--- config.mk ---
export PLATFORM = sky130hd
export DESIGN_NAME = arwt_cmd_queue
export DESIGN_NICKNAME = d
export VERILOG_FILES = /design/src/rtl/arwt_pkg.sv /design/src/rtl/arwt_cmd_queue.sv
export SDC_FILE = /design/constraint.sdc
export NUM_CORES = 1
export LEC_CHECK = 0
export BUFFER_PORTS_ARGS = -buffer_cell sky130_fd_sc_hd__buf_2
export CAP_MARGIN = 30
export CORE_ASPECT_RATIO = 1.2
export CORE_MARGIN = 2
export CORE_UTILIZATION = 50
export CTS_CLUSTER_SIZE = 40
export DETAILED_ROUTE_END_ITERATION = 12
export GPL_ROUTABILITY_DRIVEN = 1
export PLACE_DENSITY = 0.77
export SYNTH_ARGS = -nofsm -noshare
export SYNTH_HDL_FRONTEND = slang
export SYNTH_SLANG_ARGS = --single-unit
--- constraint.sdc ---
create_clock -name clk -period 10.6 [get_ports clk]
set_input_delay 1.06 -clock clk [delete_from_list [all_inputs] [get_ports clk]]
set_output_delay 1.06 -clock clk [all_outputs]
set_load 0.03 [all_outputs]
--- src/rtl/arwt_pkg.sv ---
// ---------------------------------------------------------------------------
// arwt_pkg - shared types and codes for the address range watch table
// Command opcodes, result status and kind codes, and the queued command type.
// ---------------------------------------------------------------------------
`default_nettype none

package arwt_pkg;

    localparam int TABLE_ENTRIES_DEF = 16;
    localparam int READ_CAP          = 64;

    typedef enum logic [1:0] {
        OP_REG   = 2'd0,
        OP_UNREG = 2'd1,
        OP_INV   = 2'd2,
        OP_READ  = 2'd3
    } op_t;

    localparam logic [2:0] ST_OK       = 3'd0;
    localparam logic [2:0] ST_DUP      = 3'd1;
    localparam logic [2:0] ST_NOTFOUND = 3'd2;
    localparam logic [2:0] ST_FULL     = 3'd3;
    localparam logic [2:0] ST_NOREAD   = 3'd4;

    localparam logic [1:0] KIND_STATUS = 2'd0;
    localparam logic [1:0] KIND_EVENT  = 2'd1;
    localparam logic [1:0] KIND_FINAL  = 2'd2;

    typedef struct packed {
        op_t         op;
        logic [63:0] cookie;
        logic [63:0] rstart;
        logic [63:0] rend;
        logic [6:0]  lim;
    } cmd_t;

endpackage

`default_nettype wire

--- src/rtl/arwt_cmd_queue.sv ---
// ---------------------------------------------------------------------------
// arwt_cmd_queue - command front end
// Accepts transactions, decodes the opcode, clamps the read limit and holds
// up to two commands for the table engine.
// ---------------------------------------------------------------------------
`default_nettype none

module arwt_cmd_queue (
    input  wire logic           clk,
    input  wire logic           rst_n,
    input  wire logic           in_valid,
    output logic                in_ready,
    input  wire logic [1:0]     mode,
    input  wire logic [63:0]    cookie,
    input  wire logic [63:0]    range_start,
    input  wire logic [63:0]    range_end,
    input  wire logic [6:0]     max_events,
    output logic                cmd_valid,
    output arwt_pkg::cmd_t      cmd,
    input  wire logic           cmd_pop
);

    arwt_pkg::cmd_t q_reg [2];
    logic           wr_ptr_reg;
    logic           rd_ptr_reg;
    logic [1:0]     count_reg;
    arwt_pkg::cmd_t in_cmd;
    logic           push;

    always_comb
    begin
        in_cmd.op     = arwt_pkg::op_t'(mode);
        in_cmd.cookie = cookie;
        in_cmd.rstart = range_start;
        in_cmd.rend   = range_end;
        in_cmd.lim    = (max_events > 7'(arwt_pkg::READ_CAP)) ?
                        7'(arwt_pkg::READ_CAP) : max_events;
    end

    assign in_ready  = (count_reg != 2'd2);
    assign push      = in_valid && in_ready;
    assign cmd_valid = (count_reg != 2'd0);
    assign cmd       = q_reg[rd_ptr_reg];

    always_ff @(posedge clk)
    begin
        if (push)
        begin
            q_reg[wr_ptr_reg] <= in_cmd;
        end
    end

    always_ff @(posedge clk or negedge rst_n)
    begin
        if (!rst_n)
        begin
            wr_ptr_reg <= 1'b0;
            rd_ptr_reg <= 1'b0;
            count_reg  <= 2'd0;
        end
        else
        begin
            if (push)
            begin
                wr_ptr_reg <= ~wr_ptr_reg;
            end
            if (cmd_pop)
            begin
                rd_ptr_reg <= ~rd_ptr_reg;
            end
            case ({push, cmd_pop})
                2'b10:   count_reg <= count_reg + 2'd1;
                2'b01:   count_reg <= count_reg - 2'd1;
                default: count_reg <= count_reg;
            endcase
        end
    end

endmodule

`default_nettype wire

After elaboration in Yosys (flattened, before gate mapping):

Memory sizes are Yosys's and may differ from the RTL's.
Index checks and enable logic that the tools add are counted.

* RAM bits: 402
* logic and storage cells: 19
* register bits: 4
* output and inout bits: 203
* memories: 1

Memories
* q_reg: depth 2, bits a word 201, read ports 1, clocked after memory_dff 0, write ports 1, RTL line arwt_cmd_queue.sv:23 `arwt_pkg::cmd_t q_reg [2];`

* eq/ne operators: 3
* mux-type cells: 4
* bitwise logic cells: 2
* order comparisons: 1
* add/sub/neg operators: 2
* reduce and logical (&&, ||, !) cells: 3

Operators with widths (number)
* $gt 7x7->1 const B: 1
* $mux 7: 1
* $pmux 2 s2: 1
* $reduce_bool 2->1: 2
* $add 2x1->2 const B: 1
* $eq 2x1->1 const B: 1
* $eq 2x2->1 const B: 1
* $mux 1: 2
* $ne 2x2->1 const B: 1
* $not 1->1: 2
* $sub 2x1->2 const B: 1
* $logic_and 1x1->1: 1

Logic depth before layout (Yosys ltp):

* word-level depth: 4
* gate-level depth with buffers: 6
* depth with buffers taken out: 6

Worst setup path after synthesis:

OpenSTA, ideal clock, no wires.

* path kind: input-to-reg
* from: input port in_valid
* to: memory q_reg[0][0] (netlist bit), enable pin
* data required time: 9834 ps
* data arrival time: 9497 ps
* stages: 2
* path slack: 336 ps
* setup time: 766 ps
* cells stage by stage: nand2_1 nor2_1

* longest elaborated chain between the ends: 3

Ends and longest elaborated chain
* start, declared: RTL line arwt_cmd_queue.sv:11 `input wire logic in_valid,`
* $logic_and 1x1->1: RTL line arwt_cmd_queue.sv:41 `assign push = in_valid && in_ready;`
* $mux 1: RTL line arwt_cmd_queue.sv:47 `if (push)`
* $mux 1 (not written as such): RTL line arwt_cmd_queue.sv:49 `q_reg[wr_ptr_reg] <= in_cmd;`
* end, declared: RTL line arwt_cmd_queue.sv:23

Every way passes these cells.

==> metrics <==
Die Y 192.2 microns; RR Startpoint count_reg[0]; Crit Path Class reg -> out; Longest Clk Path Bufs 3; postcts setup bufs 0; Synth Area per Inst 22.77 sq um; CP Capture Type output pin; R2R setup slack 8.02 ns; die area 0.03091 sq mm; drt first pass iters 6; worst slack at placement 7.005 ns; DP Wirelength 19.40 mm; Worst Hold Class in -> async; sequential fraction of the synthesis area 82.48%; period utilization 38.50%; share of cells above drive strength 1 60.11%; required time worst endpoint 9.54 ns; Area Overhead vs Synth 24.61%; highest fanout seen on the critical path 72; Startpoint Class register; GP Congestion 0.7807; max_slew headroom 36.80%; root buffer cell clkbuf_16; Largest register FFs 402; largest net degree at the start of global routing 74; final wirelength 29.23 mm; Avg WL per Cell 19.53 microns; crit path from rd_ptr_reg; Port-buffer cells 407; Die W 160.8 microns; Setup WS post-layout 6.519 ns; static leakage 0.006854 uW; peak supply drop 0.1932 mV; biggest cell delay along the critical path 0.95 ns; Final setup viols 0; Global Route Usage Sum 18.00%; Clock Skews 0.01202 ns; Initial Util 51.01%; Core Util, Final 63.56%; row cnt 68; post-DR vias/cell 5.055; Mapped Nets 854; DP Area 0.01720 sq mm; FF-to-FF End q_reg[1][115]; via count 7568; CP cell instances buf_4 -> mux2_2 -> buf_2; Power Density 301.8 mW/mm^2; I/O Pins 408; CP Capture Point cmd[106]; Iteration-0 DRC Markers 559; cell area after synthesis 0.01476 sq mm; Critical Path AT 3.02 ns; Final min period 4.081 ns; Final ANT Viol Nets 0; clk sink count 406; setup TNS 0 ns; first-pass GRT wire length 42.52 mm; vias in the first global route 7938; Syn Inst Count 648; Ys Warns 0; initial antenna violation count 5; cells resized by post-CTS repair 0; final hold violation count 0; clk_lat worst skew 0.51 ns; Slowest-stage cell, CP dfrtp_4; Yosys reg bits 406; clk slew on worst S/H paths 0.06 ns; Worst Max-Slew Pin Slew 0.9481 ns; fmax 245.1 MHz; core area 0.02893 sq mm; Design Area, Final 0.01839 sq mm; cts bufs inserted 39; status finished clean; Distinct cells, synth 16; Max Slew Vio Count 0; H-tree Lvls 2; Max Cap Viol 0; CTS tree done; cts hold-fix bufs 0; Worst Reg2Reg Path Length in Cells 3; NumNets Final 1289; DR DRC count 0; GR Overflow Total 0; RSZ-0062 raised after global routing false
[cell usage in the layout, fill, tap and decap left out, types with 3 or more instances in the layout]
cell type and count:
clkbuf_1 9, nor2b_1 6, clkbuf_16 41, clkinv_1 13
buf_16 3, mux2_2 201, edfxtp_1 402, dfrtp_1 3
diode_2 4, buf_2 407, buf_4 7, xnor2_1 3
[critical path, delay by kind of cell, from the launching register on]
kind                   cells  cell delay [ns]
buffers and inverters      2             1.03
multiplexers               1             0.45
flip-flops                 1             0.95
[kinds of logic (layout without fill, tap and decap cells)]
kind of cell	count (synthesis)	in the layout	share of synthesized area, %
flops	406	406	82.48
mux	201	201	15.34
buf+inv	23	483	1.340
simple gates	12	12	0.4580
xor+xnor	5	5	0.2968
fa+ha+maj	1	1	0.08478
other cells	0	4	0
[synth_stat cells]
| cell type | instances | share of area (%) |
|---|---|---|
| dfrtp_1 | 4 | 0.68 |
| xnor2_1 | 3 | 0.18 |
| clkbuf_1 | 1 | 0.025 |
| nor2_1 | 2 | 0.051 |
| ha_1 | 1 | 0.085 |
| xor2_1 | 2 | 0.12 |
| mux2_2 | 201 | 15 |
| buf_2 | 2 | 0.068 |
| edfxtp_1 | 402 | 82 |
| buf_4 | 11 | 0.56 |
| or2_2 | 1 | 0.042 |
| buf_6 | 9 | 0.69 |
| nand2_1 | 1 | 0.025 |
| and3_1 | 1 | 0.042 |
| nor2b_1 | 6 | 0.25 |
| nand2b_1 | 1 | 0.042 |
[through the flow]
step,std cells,hold slack [ns],power (uW)
finish,1497,0.3394,5548
global placement,1424,0.4778,4299
CTS,1492,0.3177,5604
global route,1496,0.3165,5779
detailed placement,1426,0.4765,4339
floorplan,648,0.4559,3899
[worst min-delay path by stage]
| stage | start | endpoint | slack (ns) | depth (start not counted) |
|---|---|---|---|---|
| final | rst_n | wr_ptr_reg | 0.34 | 1 |
| after global routing | rst_n | count_reg[1] | 0.32 | 1 |
| after CTS | rst_n | wr_ptr_reg | 0.32 | 1 |
| after detailed placement | count_reg[1] | count_reg[1] | 0.48 | 1 |
| after global placement | count_reg[1] | count_reg[1] | 0.48 | 1 |
| after floorplan | count_reg[1] | count_reg[1] | 0.46 | 1 |
[power by group]
part | switching [uW] | internal, uW | total [uW]
Clock | 530 | 724 | 1250
Combinational | 1310 | 667 | 1980
Sequential | 118 | 2200 | 2310
[layer usage]
metal  wire length, microns  vias up  track usage, %
met5                     16        -               0
met4                    720        2           6.216
met3                   2372       53           4.772
met2                  15960      330           34.15
met1                  10170     3722           19.39
li1                       -     3461               -
[layout make-up]
type | count | area, sq um
antenna | 4 | 10.01
clock buffer | 50 | 1060
clock inverter | 16 | 88.84
fill | 2048 | 10540
multi-input combinational | 219 | 2400
sequential | 406 | 12180
tap | 385 | 481.7
timing repair buffer | 417 | 2172
Note: power is estimated with default switching activity, not from simulation.
